===== config.mk =====
export PLATFORM = sky130hd
export DESIGN_NAME = servo_turnout_motion_controller_core_flat
export DESIGN_NICKNAME = d
export VERILOG_FILES = /design/src/hdl/stmc_pkg.sv /design/src/hdl/stmc_if.sv /design/src/hdl/servo_turnout_motion_controller_core.sv /design/src/flat_wrapper.sv
export SDC_FILE = /design/constraint.sdc
export NUM_CORES = 1
export LEC_CHECK = 0
export BUFFER_PORTS_ARGS = -buffer_cell sky130_fd_sc_hd__buf_2
export CORE_MARGIN = 1
export CORE_UTILIZATION = 45
export CTS_CLUSTER_SIZE = 40
export DETAILED_ROUTE_END_ITERATION = 16
export PLACE_DENSITY_LB_ADDON = 0.08
export SLEW_MARGIN = 20
export SYNTH_ARGS = -nofsm -noshare
export SYNTH_HDL_FRONTEND = slang
export SYNTH_SLANG_ARGS = --single-unit

===== constraint.sdc =====
create_clock -name clk -period 6.7 [get_ports clk]
set_clock_uncertainty 0.05 [all_clocks]
set_input_delay 1.34 -clock clk [delete_from_list [all_inputs] [get_ports clk]]
set_output_delay 1.34 -clock clk [all_outputs]
set_load 0.005 [all_outputs]

===== src/hdl/stmc_pkg.sv =====
`default_nettype none
package stmc_pkg;

  localparam int unsigned POS_W  = 8;
  localparam int unsigned WAIT_W = 9;

  localparam logic [WAIT_W-1:0] POWER_OFF_WAIT = 9'd500;
  localparam logic [WAIT_W-1:0] POWER_ON_WAIT  = 9'd300;

  // input opcodes
  localparam logic [1:0] OP_TICK    = 2'd0;
  localparam logic [1:0] OP_REQUEST = 2'd1;
  localparam logic [1:0] OP_INIT    = 2'd2;
  localparam logic [1:0] OP_UNUSED  = 2'd3;

  // reported motion status codes
  localparam logic [1:0] STATUS_CLOSED   = 2'd0;
  localparam logic [1:0] STATUS_CLOSING  = 2'd1;
  localparam logic [1:0] STATUS_THROWN   = 2'd2;
  localparam logic [1:0] STATUS_THROWING = 2'd3;

  // configuration register indexes
  localparam logic [2:0] CFG_THROW_POSITION   = 3'd0;
  localparam logic [2:0] CFG_STEP_INTERVAL    = 3'd1;
  localparam logic [2:0] CFG_INVERT_OPERATION = 3'd2;
  localparam logic [2:0] CFG_INVERT_POWER     = 3'd3;
  localparam logic [2:0] CFG_INVERT_FROG      = 3'd4;
  localparam logic [2:0] CFG_POWER_PRESENT    = 3'd5;
  localparam logic [2:0] CFG_FROG_PRESENT     = 3'd6;
  localparam logic [2:0] CFG_START_THROWN     = 3'd7;

  typedef enum logic [3:0] {
    ST_CLOSED   = 4'b0001,
    ST_CLOSING  = 4'b0010,
    ST_THROWN   = 4'b0100,
    ST_THROWING = 4'b1000
  } motion_state_t;

  typedef struct packed {
    logic [POS_W-1:0] servo_position;
    logic             servo_enabled;
    logic             power_level;
    logic             frog_level;
    logic [1:0]       motion_status;
    logic             reported_active;
    logic             changed;
  } result_t;

endpackage
`default_nettype wire


===== src/hdl/stmc_if.sv =====
`default_nettype none
interface stmc_in_if;
  logic       valid;
  logic       ready;
  logic [1:0] opcode;
  logic       request_active;

  modport source (output valid, output opcode, output request_active, input ready);
  modport sink   (input valid, input opcode, input request_active, output ready);
endinterface

interface stmc_out_if;
  logic                      valid;
  logic                      ready;
  logic [stmc_pkg::POS_W-1:0] servo_position;
  logic                      servo_enabled;
  logic                      power_level;
  logic                      frog_level;
  logic [1:0]                motion_status;
  logic                      reported_active;
  logic                      changed;

  modport source (output valid, output servo_position, output servo_enabled,
                  output power_level, output frog_level, output motion_status,
                  output reported_active, output changed, input ready);
  modport sink   (input valid, input servo_position, input servo_enabled,
                  input power_level, input frog_level, input motion_status,
                  input reported_active, input changed, output ready);
endinterface
`default_nettype wire


===== src/hdl/servo_turnout_motion_controller_core.sv =====
`default_nettype none
// Servo turnout motion controller.
// in_bus carries one beat per command: a one-millisecond tick, a state
// request (request_active) or an init. Every accepted beat yields exactly one
// result beat on out_bus with the servo position, power and frog levels,
// motion status, reported decoder state and a changed flag, all showing the
// state after that command.
// Each result is registered, in the result register or, on a stall, the skid.
// Throughput: one beat per cycle while in_bus.ready is high; the whole state
// update is a single compare/decrement/step pass between the state registers
// and the result register.
// A two-deep output stage (result register plus skid register) lets the block
// take one more beat while a result waits; in_bus.ready drops only when both
// are full, and rises again once out_bus has taken a beat. Configuration is
// written through cfg_we/cfg_index/cfg_wdata; the user must do so only while
// idle, as the block does not enforce it. Reset (rst_n low, synchronous)
// restores the register defaults, puts the turnout closed at position zero,
// unpowered, power pin high, frog pin low, and empties the output stage.
module servo_turnout_motion_controller_core (
  input  wire logic       clk,
  input  wire logic       rst_n,
  input  wire logic       cfg_we,
  input  wire logic [2:0] cfg_index,
  input  wire logic [7:0] cfg_wdata,
  stmc_in_if.sink         in_bus,
  stmc_out_if.source      out_bus
);

  // configuration
  logic [stmc_pkg::POS_W-1:0] throw_position_r;
  logic [7:0]                 step_interval_r;
  logic invert_operation_r, invert_power_r, invert_frog_r;
  logic power_present_r, frog_present_r, start_thrown_r;

  // turnout state
  stmc_pkg::motion_state_t     state_r, state_nxt;
  logic [stmc_pkg::POS_W-1:0]  position_r, position_nxt;
  logic [stmc_pkg::WAIT_W-1:0] wait_left_r, wait_left_nxt, wait_dec;
  logic powered_r, powered_nxt;
  logic power_out_r, power_out_nxt;
  logic frog_out_r, frog_out_nxt;
  logic changed;
  logic to_thrown, want_thrown, goal_thrown, origin_thrown;
  logic [stmc_pkg::POS_W-1:0] target;

  // output stage
  stmc_pkg::result_t result, out_data_r, skid_data_r;
  logic out_valid_r, skid_valid_r;
  logic in_fire;

  assign in_bus.ready = !skid_valid_r;
  assign in_fire      = in_bus.valid && !skid_valid_r;

  always_ff @(posedge clk) begin
    if (!rst_n) begin
      throw_position_r   <= 8'd90;
      step_interval_r    <= 8'd10;
      invert_operation_r <= 1'b0;
      invert_power_r     <= 1'b0;
      invert_frog_r      <= 1'b0;
      power_present_r    <= 1'b0;
      frog_present_r     <= 1'b0;
      start_thrown_r     <= 1'b0;
    end else if (cfg_we) begin
      unique case (cfg_index)
        stmc_pkg::CFG_THROW_POSITION:   throw_position_r   <= cfg_wdata;
        stmc_pkg::CFG_STEP_INTERVAL:    step_interval_r    <= cfg_wdata;
        stmc_pkg::CFG_INVERT_OPERATION: invert_operation_r <= cfg_wdata[0];
        stmc_pkg::CFG_INVERT_POWER:     invert_power_r     <= cfg_wdata[0];
        stmc_pkg::CFG_INVERT_FROG:      invert_frog_r      <= cfg_wdata[0];
        stmc_pkg::CFG_POWER_PRESENT:    power_present_r    <= cfg_wdata[0];
        stmc_pkg::CFG_FROG_PRESENT:     frog_present_r     <= cfg_wdata[0];
        stmc_pkg::CFG_START_THROWN:     start_thrown_r     <= cfg_wdata[0];
      endcase
    end
  end

  assign wait_dec    = (wait_left_r != '0) ? wait_left_r - 1'b1 : '0;
  assign to_thrown   = (state_r == stmc_pkg::ST_THROWING);
  assign target      = to_thrown ? throw_position_r : '0;
  assign want_thrown = in_bus.request_active ^ invert_operation_r;
  assign goal_thrown = (state_r == stmc_pkg::ST_THROWN) || (state_r == stmc_pkg::ST_THROWING);

  always_comb begin
    state_nxt     = state_r;
    position_nxt  = position_r;
    wait_left_nxt = wait_left_r;
    powered_nxt   = powered_r;
    power_out_nxt = power_out_r;
    frog_out_nxt  = frog_out_r;
    changed       = 1'b0;
    unique case (in_bus.opcode)
      stmc_pkg::OP_TICK: begin
        wait_left_nxt = wait_dec;
        if (state_r == stmc_pkg::ST_CLOSED || state_r == stmc_pkg::ST_THROWN) begin
          // settled: drop power once the hold time runs out
          if (powered_r && wait_dec == '0) begin
            powered_nxt = 1'b0;
            if (power_present_r) power_out_nxt = !invert_power_r;
          end
        end else if (position_r == target) begin
          wait_left_nxt = stmc_pkg::POWER_OFF_WAIT;
          state_nxt     = to_thrown ? stmc_pkg::ST_THROWN : stmc_pkg::ST_CLOSED;
          if (frog_present_r) frog_out_nxt = to_thrown ^ invert_frog_r;
          changed       = 1'b1;
        end else if (wait_dec == '0) begin
          position_nxt  = to_thrown ? position_r + 1'b1 : position_r - 1'b1;
          wait_left_nxt = {1'b0, step_interval_r};
        end
      end
      stmc_pkg::OP_REQUEST: begin
        if (want_thrown != goal_thrown) begin
          powered_nxt   = 1'b1;
          wait_left_nxt = stmc_pkg::POWER_ON_WAIT;
          if (power_present_r) power_out_nxt = invert_power_r;
          state_nxt     = want_thrown ? stmc_pkg::ST_THROWING : stmc_pkg::ST_CLOSING;
          changed       = 1'b1;
        end
      end
      stmc_pkg::OP_INIT: begin
        // power off then straight back on: only the power-on level remains
        powered_nxt   = 1'b1;
        wait_left_nxt = stmc_pkg::POWER_ON_WAIT;
        if (power_present_r) power_out_nxt = invert_power_r;
        position_nxt  = start_thrown_r ? throw_position_r : '0;
        state_nxt     = start_thrown_r ? stmc_pkg::ST_THROWING : stmc_pkg::ST_CLOSING;
      end
      stmc_pkg::OP_UNUSED: begin
      end
    endcase
  end

  assign origin_thrown = (state_nxt == stmc_pkg::ST_THROWN) ||
                         (state_nxt == stmc_pkg::ST_CLOSING);

  always_comb begin
    result.servo_position  = position_nxt;
    result.servo_enabled   = powered_nxt;
    result.power_level     = power_out_nxt;
    result.frog_level      = frog_out_nxt;
    result.reported_active = origin_thrown ^ invert_operation_r;
    result.changed         = changed;
    unique case (state_nxt)
      stmc_pkg::ST_CLOSED:   result.motion_status = stmc_pkg::STATUS_CLOSED;
      stmc_pkg::ST_CLOSING:  result.motion_status = stmc_pkg::STATUS_CLOSING;
      stmc_pkg::ST_THROWN:   result.motion_status = stmc_pkg::STATUS_THROWN;
      stmc_pkg::ST_THROWING: result.motion_status = stmc_pkg::STATUS_THROWING;
      default:               result.motion_status = stmc_pkg::STATUS_CLOSED;
    endcase
  end

  always_ff @(posedge clk) begin
    if (!rst_n) begin
      state_r     <= stmc_pkg::ST_CLOSED;
      position_r  <= '0;
      wait_left_r <= '0;
      powered_r   <= 1'b0;
      power_out_r <= 1'b1;
      frog_out_r  <= 1'b0;
    end else if (in_fire) begin
      state_r     <= state_nxt;
      position_r  <= position_nxt;
      wait_left_r <= wait_left_nxt;
      powered_r   <= powered_nxt;
      power_out_r <= power_out_nxt;
      frog_out_r  <= frog_out_nxt;
    end
  end

  // output register plus skid register
  always_ff @(posedge clk) begin
    if (!rst_n) begin
      out_valid_r  <= 1'b0;
      skid_valid_r <= 1'b0;
    end else begin
      if (!out_valid_r || out_bus.ready) begin
        out_valid_r  <= skid_valid_r || in_fire;
        skid_valid_r <= 1'b0;
      end else if (in_fire) begin
        skid_valid_r <= 1'b1;
      end
    end
  end

  always_ff @(posedge clk) begin
    if (!out_valid_r || out_bus.ready) begin
      out_data_r <= skid_valid_r ? skid_data_r : result;
    end
    if (out_valid_r && !out_bus.ready && in_fire) begin
      skid_data_r <= result;
    end
  end

  assign out_bus.valid           = out_valid_r;
  assign out_bus.servo_position  = out_data_r.servo_position;
  assign out_bus.servo_enabled   = out_data_r.servo_enabled;
  assign out_bus.power_level     = out_data_r.power_level;
  assign out_bus.frog_level      = out_data_r.frog_level;
  assign out_bus.motion_status   = out_data_r.motion_status;
  assign out_bus.reported_active = out_data_r.reported_active;
  assign out_bus.changed         = out_data_r.changed;

endmodule
`default_nettype wire


===== src/flat_wrapper.sv =====
// flat-port wrapper written by rule: the top's interface ports become plain ports
module servo_turnout_motion_controller_core_flat 
  (clk, rst_n, cfg_we, cfg_index, cfg_wdata, in_bus_valid, in_bus_opcode, in_bus_request_active, in_bus_ready, out_bus_valid, out_bus_servo_position, out_bus_servo_enabled, out_bus_power_level, out_bus_frog_level, out_bus_motion_status, out_bus_reported_active, out_bus_changed, out_bus_ready);
  stmc_in_if in_bus_i ();
  stmc_out_if out_bus_i ();
  input  wire logic clk;
  input  wire logic rst_n;
  input  wire logic cfg_we;
  input  wire logic [2:0] cfg_index;
  input  wire logic [7:0] cfg_wdata;
  input wire logic [$bits(in_bus_i.valid)-1:0] in_bus_valid;
  input wire logic [$bits(in_bus_i.opcode)-1:0] in_bus_opcode;
  input wire logic [$bits(in_bus_i.request_active)-1:0] in_bus_request_active;
  output wire logic [$bits(in_bus_i.ready)-1:0] in_bus_ready;
  output wire logic [$bits(out_bus_i.valid)-1:0] out_bus_valid;
  output wire logic [$bits(out_bus_i.servo_position)-1:0] out_bus_servo_position;
  output wire logic [$bits(out_bus_i.servo_enabled)-1:0] out_bus_servo_enabled;
  output wire logic [$bits(out_bus_i.power_level)-1:0] out_bus_power_level;
  output wire logic [$bits(out_bus_i.frog_level)-1:0] out_bus_frog_level;
  output wire logic [$bits(out_bus_i.motion_status)-1:0] out_bus_motion_status;
  output wire logic [$bits(out_bus_i.reported_active)-1:0] out_bus_reported_active;
  output wire logic [$bits(out_bus_i.changed)-1:0] out_bus_changed;
  input wire logic [$bits(out_bus_i.ready)-1:0] out_bus_ready;
  assign in_bus_i.valid = in_bus_valid;
  assign in_bus_i.opcode = in_bus_opcode;
  assign in_bus_i.request_active = in_bus_request_active;
  assign in_bus_ready = in_bus_i.ready;
  assign out_bus_valid = out_bus_i.valid;
  assign out_bus_servo_position = out_bus_i.servo_position;
  assign out_bus_servo_enabled = out_bus_i.servo_enabled;
  assign out_bus_power_level = out_bus_i.power_level;
  assign out_bus_frog_level = out_bus_i.frog_level;
  assign out_bus_motion_status = out_bus_i.motion_status;
  assign out_bus_reported_active = out_bus_i.reported_active;
  assign out_bus_changed = out_bus_i.changed;
  assign out_bus_i.ready = out_bus_ready;
  servo_turnout_motion_controller_core u_core (.clk(clk), .rst_n(rst_n), .cfg_we(cfg_we), .cfg_index(cfg_index), .cfg_wdata(cfg_wdata), .in_bus(in_bus_i), .out_bus(out_bus_i));
endmodule

[Word-level counts from Yosys, hierarchy flattened]
Cells that the tools add are included.
Operators by class
  add/sub/neg operators: 3
  multipliers: 0
  div/mod/pow operators: 0
  order comparisons: 0
  equality and inequality tests: 18
  shift operators: 0
  multiplexer cells: 40
  bitwise logic cells: 4
  reductions and logical operators: 28
Operators by type and width (number)
  8-bit 2-to-1 mux: 6
  9-bit 2-to-1 mux: 5
  9-bit one-hot mux with 3 select lines: 1
  4-bit 2-to-1 mux: 5
  8-bit one-hot mux with 2 select lines: 1
  2-bit AND reduction: 8
  1-bit 2-to-1 mux: 15
  15-bit 2-to-1 mux: 1
  3-bit equality test (second input constant): 4
  4-bit one-hot mux with 3 select lines: 1
  9-bit logical NOT: 1
  9-bit nonzero test: 1
  9-bit by 1-bit subtractor with 9-bit output (second input constant): 1
  8-bit by 1-bit adder with 8-bit output (second input constant): 1
  4-bit by 3-bit equality test with 1-bit output (second input constant): 2
  4-bit equality test (second input constant): 2
  8-bit equality test: 1
  8-bit by 1-bit subtractor with 8-bit output (second input constant): 1
  3-bit by 2-bit equality test with 1-bit output (second input constant): 2
  1-bit one-hot mux with 3 select lines: 2
  2-bit one-hot mux with 3 select lines: 1
  1-bit logical OR: 5
  4-bit by 1-bit equality test with 1-bit output (second input constant): 1
  4-bit by 2-bit equality test with 1-bit output (second input constant): 1
  16 further kinds: 24
Storage, ports and cells
  bits in registers: 78
  bits in latches: 0
  bits in writable memories: 0
  bits in read-only memories: 0
  input bits: 19
  output and inout port bits: 17
  logic and storage cells: 123
  memories kept: 0

[Longest topological paths before layout]
Gate-level depths: netlist (run 1).
  depth after elaboration: 10
  mapped depth: 13
  depth with buffers taken out: 11

[Worst setup path before layout (run 1)]
Ideal clock, no wire load.
  path kind: input -> register
  start point: input in_bus_opcode[0]
  end point: register u_core.out_data_r (netlist bit u_core.out_bus.motion_status[0]), data pin
  library setup time: 260 ps
  data arrival time: 3205 ps
  required time: 6390 ps
  setup slack: 3185 ps
  cell stages on the path: 11
  path buffers: 2
  path through: inv_1 > ha_1 > clkbuf_1 > and2_1 > clkbuf_1 > mux2_2 > a31o_2 > a31oi_4 > xnor2_1 > nor3b_2 > mux2_2
RTL lines
  from (decl): line flat_wrapper.sv:12  | input wire logic [$bits(in_bus_i.opcode)-1:0] in_bus_opcode;
  to (signal assigned): line servo_turnout_motion_controller_core.sv:187  | out_data_r <= skid_valid_r ? skid_data_r : result;
  to (decl): line servo_turnout_motion_controller_core.sv:47  | stmc_pkg::result_t result, out_data_r, skid_data_r;

[Worst setup path after layout (run 1)]
  start point: register u_core.state_r[3]
  end point: register u_core.out_data_r (netlist bit u_core.out_bus.reported_active), data pin
On the way
  cells in the longest elaborated chain, start to end: 10
  elaborated cells on any way between the ends: 18
  classes of those cells: eq/ne (7); mux (7); bitwise (1); reduce/logical (3)
RTL lines
  from (decl): line servo_turnout_motion_controller_core.sv:36  | stmc_pkg::motion_state_t state_r, state_nxt;
  from (signal assigned): line servo_turnout_motion_controller_core.sv:154  | state_r <= stmc_pkg::ST_CLOSED;
  from (signal assigned): line servo_turnout_motion_controller_core.sv:161  | state_r <= state_nxt;
  4-bit equality test: line servo_turnout_motion_controller_core.sv:79, servo_turnout_motion_controller_core.sv:82
  8-bit 2-to-1 mux: line servo_turnout_motion_controller_core.sv:80  | assign target = to_thrown ? throw_position_r : '0;
  8-bit equality test: line servo_turnout_motion_controller_core.sv:101  | end else if (position_r == target) begin
  4-bit 2-to-1 mux: line servo_turnout_motion_controller_core.sv:101
  4-bit 2-to-1 mux: line servo_turnout_motion_controller_core.sv:95  | if (state_r == stmc_pkg::ST_CLOSED || state_r == stmc_pkg::ST_THROWN) begin
  4-bit one-hot mux with 3 select lines *: line servo_turnout_motion_controller_core.sv:92  | unique case (in_bus.opcode)
  4-bit by 3-bit equality test with 1-bit output / 4-bit by 2-bit equality test with 1-bit output (equally long branches): line servo_turnout_motion_controller_core.sv:133, servo_turnout_motion_controller_core.sv:134
  1-bit logical OR *: line servo_turnout_motion_controller_core.sv:133  | assign origin_thrown = (state_nxt == stmc_pkg::ST_THROWN) ||
  1-bit bitwise XOR *: line servo_turnout_motion_controller_core.sv:141  | result.reported_active = origin_thrown ^ invert_operation_r;
  15-bit 2-to-1 mux *: line servo_turnout_motion_controller_core.sv:187
Every way passes the cells marked *; elsewhere a longest branch is shown, timed or not.
A chain may end at the register's enable or synchronous reset.

==> flow_metrics.env, run 1 <==
export IMPL_status="completed"
export IMPL_synth_top_cell_by_area="dfxtp_1"
export IMPL_p_seq_frac=0.478
export IMPL_vias=3826
export IMPL_dr_wl_met3_um=504
export IMPL_drt_initial_drc_count=182
export IMPL_cts_buffers_inserted=9
export IMPL_critPathMaxFanout=16
export IMPL_tightestPinTransition_ps=829
export IMPL_critPathKind="reg -> reg"
export IMPL_ys_flop_type="dfxtp_1"
export IMPL_avgViaCountPerCell=5.61
export IMPL_ys_warn_count=0
export IMPL_post_dp_hpwl_um=7840
export IMPL_drive_gt1_frac=0.135
export IMPL_crit_required_ps=6730
export IMPL_place_area_um2=4800
export IMPL_layout_setup_ws_ps=3130
export IMPL_clkPwrFrac=0.361
export IMPL_ys_async_sr_fraction=0
export IMPL_stdcell_area_um2=5040
export IMPL_fin_crit_sh=0.533
export IMPL_syn_nets=554
export IMPL_grt_pass1_wl_um=17500
export IMPL_cts_tree="yes"
export IMPL_port_buffers=35
export IMPL_path_cells="or4b_4, o32ai_1, nand4_1, o32a_2, and3_1, o2111ai_1, a41oi_1"
export IMPL_finalNetCount=575
export IMPL_dieHeight_um=103
export IMPL_synth_seq_cells=78
export IMPL_layout_commonest_cell="nand2_1"
export IMPL_top_layer="met4"
export IMPL_drv_cap=0
export IMPL_synthCells=523
export IMPL_htree_levels=3
export IMPL_cts_resized=0
export IMPL_netlist_top_cells_area="dfxtp_1 (21%), edfxtp_1 (20%), nand2_1 (6.4%)"
export IMPL_wl_met2_um=4720
export IMPL_die_area_um2=10600
export IMPL_post_route_drc_count=0
export IMPL_internal_power_mw=0.818
export IMPL_switchingPower_mw=0.299
export IMPL_cts_sinks=78
export IMPL_period_needed_ps=3570
export IMPL_firstDrtPassIters=5
export IMPL_insertion_delay_ps=350
export IMPL_root_buffer="clkbuf_8"
export IMPL_leakagePower_nw=1.99
export IMPL_cpMaxStageDelayCell="or4b_4"
export IMPL_switching_share=0.267
export IMPL_grt_pass1_vias=3550
export IMPL_hold_path_class="reg -> reg"
export IMPL_setup_violations=0
export IMPL_ctsHoldBuffers=0
export IMPL_grt_antenna_before_repair=0
export IMPL_hold_violations=0
export IMPL_cp_end_kind="flip-flop"
export IMPL_ioPinCount=36
export IMPL_place_ws_ps=2990
export IMPL_critPathTopFamily="simple AND/OR/NAND/NOR gates"
export IMPL_clk_pin_slew_ps=90
export IMPL_fin_tns_setup_ps=0
export IMPL_postCtsSetupRepairBufs=0
export IMPL_crit_arrival_ps=3600
export IMPL_cp_start_kind="flip-flop"
export IMPL_gp_congestion=0.923
export IMPL_hold_ws_ps=414
export IMPL_coreArea_um2=9820
export IMPL_areaGrowthSynthToFinish_pct=10.1
export IMPL_routed_wl_um=10600
export IMPL_slew_headroom=0.443
export IMPL_avgRoutedWirePerCell_um=15.6
export IMPL_start_util=0.466
export IMPL_avgSynthCellArea_um2=8.75
export IMPL_ys_seq_area_frac=0.407
export IMPL_wl_met1_um=5260
export IMPL_drv_slew=0
export IMPL_fmax_ghz=0.280
export IMPL_grt_max_degree=51
export IMPL_ant_nets=0
export IMPL_yosysUniqueCellTypes=67
export IMPL_most_common_layout_cells="nand2_1 (78), nor2_1 (52), dfxtp_1 (48)"
export IMPL_comb_power_share=0.161
export IMPL_grt_remaining_overflow=0
export IMPL_rsz0062_at_grt="false"
export IMPL_p_per_area_nw_per_um2=222
export IMPL_slowest_delay_ps=640
export IMPL_diodes=0
export IMPL_synth_edf_count=30
export IMPL_cts_path_max_buffers=2
export IMPL_rows=36
export IMPL_crit_buf_inv=0
export IMPL_grt_usage=0.215
export IMPL_die_x_um=103
export IMPL_synth_top_area_share=0.210
export IMPL_irDropWorstVdd_mv=0.160
export IMPL_syn_area_um2=4580
## cell families after synthesis
kind of cell,after synthesis,share of synthesized area
flops,78,0.407
fa+ha+maj,14,0.0388
xor+xnor,20,0.0383
compound gates,136,0.211
buf+inv,48,0.0459
mux,16,0.0372
simple gates,211,0.221
## state kept, by name, summed over array words and instances (netlist names), 2 cells and up
name                           cells
u_core.step_interval_r             8
u_core.throw_position_r            8
u_core.wait_left_r                 9
u_core.position_r                  8
u_core.skid_data_r                15
u_core.out_bus.servo_position      8
u_core.state_r                     4
u_core.out_bus.motion_status       2
## worst reg2reg max path, stage by stage, from the launching register on
cell and delay, ps:
dfxtp_1 510, or4b_4 640, o32ai_1 260, nand4_1 640
o32a_2 640, and3_1 190, o2111ai_1 230, a41oi_1 140
## layout make-up
type / count / area [um2]
Clock inverter: 5 / 81.3
Inverter: 20 / 75.1
Timing Repair Buffer: 38 / 198
Fill cell: 964 / 4780
Clock buffer: 11 / 151
Multi-Input combinational cell: 397 / 2500
Tap cell: 133 / 166
Sequential cell: 78 / 1860
## path summary, 6_finish.rpt
path / slack (ps) / cells past startpoint / to / startpoint
hold / removal: 410 / 2 / u_core.step_interval_r[0]$_SDFFE_PN0P_ / u_core.step_interval_r[0]$_SDFFE_PN0P_
setup reg to reg: 3130 / 7 / u_core.out_bus.reported_active$_DFFE_PP_ / u_core.state_r[3]$_SDFFE_PN0P_
setup / recovery: 3130 / 7 / u_core.out_bus.reported_active$_DFFE_PP_ / u_core.state_r[3]$_SDFFE_PN0P_
hold reg to reg: 410 / 2 / u_core.step_interval_r[0]$_SDFFE_PN0P_ / u_core.step_interval_r[0]$_SDFFE_PN0P_
## metrics by stage
stage	utilization	instances	power, mW
2_1_floorplan	-	523	0.673
3_3_place_gp	0.489	666	0.723
3_5_place_dp	0.489	666	0.724
4_1_cts	0.513	682	1.13
5_1_grt	0.513	682	1.17
6_report	0.513	682	1.12
## power groups by stage
| stage | combinational (mW) | sequential [mW] | clock [mW] |
|---|---|---|---|
| finish | 0.179 | 0.534 | 0.403 |
| global route | 0.201 | 0.538 | 0.432 |
| CTS | 0.180 | 0.534 | 0.412 |
| detailed placement | 0.179 | 0.545 | 0 |
| global placement | 0.179 | 0.544 | 0 |
| floorplan | 0.133 | 0.539 | 0 |
## layer usage
layer / vias up / GRT usage
li1: 1938 / -
met1: 1749 / 0.295
met2: 120 / 0.351
met3: 19 / 0.0278
met4: 0 / 0.0672
met5: - / 0
## synth_stat cells, drive strengths merged (6+ instances only)
master and number:
a21boi 14, a21oi 32, a31oi 12, and3 10, buf 7, clkbuf 21
dfxtp 48, edfxtp 30, ha 11, inv 20, mux2 8, mux2i 8
nand2 78, nand2b 6, nand3 14, nor2 52, nor2b 9, nor3 11
o211ai 6, o21ai 23, o31ai 8, xnor2 11, xor2 9
Note: power is estimated with default switching activity, not from simulation.
==> inputs of run 2 (changes only) <==
--- a/config.mk
+++ b/config.mk
@@ -5,6 +5,7 @@
 export SDC_FILE = /design/constraint.sdc
 export NUM_CORES = 1
 export LEC_CHECK = 0
+export ABC_AREA = 1
 export BUFFER_PORTS_ARGS = -buffer_cell sky130_fd_sc_hd__buf_2
 export CORE_MARGIN = 1
 export CORE_UTILIZATION = 45
==> constraint.sdc (replaced) <==
create_clock -name clk -period 3.58 [get_ports clk]
set_clock_uncertainty 0.05 [all_clocks]
set_input_delay 0.716 -clock clk [delete_from_list [all_inputs] [get_ports clk]]
set_output_delay 0.716 -clock clk [all_outputs]
set_load 0.005 [all_outputs]
==> flow_metrics.env, run 2 <==
export IMPL_avgSynthCellArea_um2=7.31
export IMPL_cpMaxStageDelayCell="ha_1"
export IMPL_die_x_um=102
export IMPL_drv_slew=0
export IMPL_tightestPinTransition_ps=940
export IMPL_root_buffer="clkbuf_8"
export IMPL_insertion_delay_ps=370
export IMPL_grt_pass1_vias=3756
export IMPL_synth_seq_cells=78
export IMPL_drv_cap=0
export IMPL_cts_path_max_buffers=2
export IMPL_switchingPower_mw=0.695
export IMPL_regArea_um2=1860
export IMPL_internal_power_mw=1.64
export IMPL_most_common_layout_cells="nand2_1 (168), inv_1 (64), nand3_1 (61)"
export IMPL_slew_headroom=0.373
export IMPL_firstDrtPassIters=5
export IMPL_placed_cells=770
export IMPL_grt_pass1_wl_um=18300
export IMPL_cts_resized=0
export IMPL_diodes=0
export IMPL_routed_wl_um=11100
export IMPL_switching_share=0.298
export IMPL_avgViaCountPerCell=5.19
export IMPL_hold_ws_ps=419
export IMPL_synth_top_area_share=0.215
export IMPL_p_seq_frac=0.439
export IMPL_die_area_um2=10300
export IMPL_netlist_top_cells_count="nand2_1 (168), inv_1 (64), nand3_1 (61)"
export IMPL_grt_max_degree=26
export IMPL_ctsHoldBuffers=0
export IMPL_synth_edf_count=30
export IMPL_grt_remaining_overflow=0
export IMPL_clkPwrFrac=0.354
export IMPL_ioPinCount=36
export IMPL_leakagePower_nw=2.42
export IMPL_htree_levels=3
export IMPL_yosysUniqueCellTypes=42
export IMPL_cp_end_kind="flip-flop"
export IMPL_hold_path_class="reg -> reg"
export IMPL_top_register="u_core.skid_data_r"
export IMPL_synth_most_common_cell="nand2_1"
export IMPL_multi_input_area_um2=2240
export IMPL_port_buffers=35
export IMPL_crit_required_ps=3650
export IMPL_rsz0062_at_grt="false"
export IMPL_fin_crit_sh=0.822
export IMPL_largest_register_ffs=15
export IMPL_hold_violations=0
export IMPL_cts_buffers_inserted=9
export IMPL_rows=36
export IMPL_synthCells=612
export IMPL_period_needed_ps=2940
export IMPL_cp_start_kind="flip-flop"
export IMPL_irDropWorstVdd_mv=0.222
export IMPL_vias=4081
export IMPL_holdPathStages=2
export IMPL_finalPower_mw=2.33
export IMPL_p_per_area_nw_per_um2=464
export IMPL_clk_pin_slew_ps=80
export IMPL_start_util=0.462
export IMPL_slowest_delay_ps=420
export IMPL_avgRoutedWirePerCell_um=14.1
export IMPL_grt_usage=0.233
export IMPL_dieHeight_um=102
export IMPL_ys_seq_area_frac=0.416
export IMPL_postCtsSetupRepairBufs=0
export IMPL_path_cells="inv_2, nor2_4, nand2_2, ha_1, a21oi_1, o21ai_0, a21o_1, a21oi_1, xor2_1, nand2_1, nand3_1, nand3_1, nand2_1, nand2_1"
export IMPL_fin_util=0.520
export IMPL_stdcell_count=786
export IMPL_fillers=957
export IMPL_r2r_cells=14
export IMPL_ys_warn_count=0
export IMPL_critical_path_depth=14
export IMPL_critPathMaxFanout=17
export IMPL_layout_commonest_cell="nand2_1"
export IMPL_fmax_ghz=0.340
export IMPL_ant_nets=0
export IMPL_critPathTopFamily="simple AND/OR/NAND/NOR gates"
export IMPL_synth_top_cell_by_area="dfxtp_1"
export IMPL_gp_congestion=0.916
export IMPL_crit_top_cell="nand2_1"
export IMPL_crit_arrival_ps=3010
export IMPL_drive_gt1_frac=0.150
export IMPL_regToRegStartpoint="u_core.state_r[3]$_SDFFE_PN0P_"
export IMPL_status="completed"
export IMPL_netlist_top_cells_area="dfxtp_1 (21%), edfxtp_1 (20%), nand2_1 (14%)"
export IMPL_syn_area_um2=4480
export IMPL_areaGrowthSynthToFinish_pct=12.4
export IMPL_worstHoldStart="u_core.wait_left_r[1]$_SDFFE_PN0P_"
export IMPL_coreArea_um2=9680
export IMPL_post_dp_hpwl_um=8130
export IMPL_ys_async_sr_fraction=0
export IMPL_finalNetCount=679
export IMPL_crit_buf_inv=1
export IMPL_syn_nets=643
export IMPL_crit_path_start="u_core.state_r[3]$_SDFFE_PN0P_"
export IMPL_cts_sinks=78
export IMPL_comb_power_share=0.208
export IMPL_grt_antenna_before_repair=0
export IMPL_setup_violations=0
export IMPL_post_route_drc_count=0
export IMPL_cts_tree="yes"
export IMPL_critPathKind="reg -> reg"
export IMPL_drt_initial_drc_count=214
export IMPL_fin_tns_setup_ps=0
export IMPL_ys_flop_type="dfxtp_1"
export IMPL_reg_top3="u_core.skid_data_r x15, u_core.wait_left_r x9"
## run 2: worst paths after layout
check / slack, ps / to
worst max-delay path: 640 / u_core.out_bus.servo_position[6]$_DFFE_PP_
worst min-delay path: 420 / u_core.wait_left_r[1]$_SDFFE_PN0P_
worst max register to register: 640 / u_core.out_bus.servo_position[6]$_DFFE_PP_
worst min register to register: 420 / u_core.wait_left_r[1]$_SDFFE_PN0P_
## run 2: metal layers
layer,vias up,wire (um),share of wire,track usage
met5,-,0,0,0
met4,0,180,0.016,0.0803
met2,104,5010,0.45,0.373
met1,1863,5420,0.49,0.311
li1,2101,-,-,-
met3,13,500,0.045,0.0518
## run 2: per-stage QoR
stage                     area (um2)  setup slack [ps]
after global routing            5030               359
after CTS                       5030               644
after global placement          4780               725
after floorplan                 4480              1160
after detailed placement        4780               655
final                           5030               639
## run 2: kinds of logic after synthesis
kind of cell	after synthesis	share of synthesized area
flops	78	0.416
simple gates	327	0.330
xor+xnor	9	0.0176
compound gates	94	0.119
buf+inv	92	0.0827
fa+ha+maj	12	0.0352
## run 2: area by class of cell
| cell class | instances | share of cell area |
|---|---|---|
| multi-input combinational | 442 | 0.446 |
| sequential | 78 | 0.370 |
| inverter | 76 | 0.0567 |
| timing repair buffer | 41 | 0.0438 |
| clock buffer | 12 | 0.0361 |
| tap | 133 | 0.0331 |
| clock inverter | 4 | 0.0147 |
## run 2: power by group through the flow
stage	Sequential, mW	Combinational (mW)	Clock (mW)
finish	1.02	0.485	0.825
global placement	1.04	0.477	0
CTS	1.02	0.483	0.841
global route	1.03	0.550	0.878
floorplan	1.04	0.358	0
detailed placement	1.04	0.481	0
## run 2: worst register-to-register path: stages, from the launching register on
cell	delay (ps)
dfxtp_1	400
inv_2	80
nor2_4	330
nand2_2	270
ha_1	420
a21oi_1	130
o21ai_0	140
a21o_1	190
a21oi_1	150
xor2_1	150
nand2_1	70
nand3_1	100
nand3_1	90
nand2_1	80
nand2_1	60
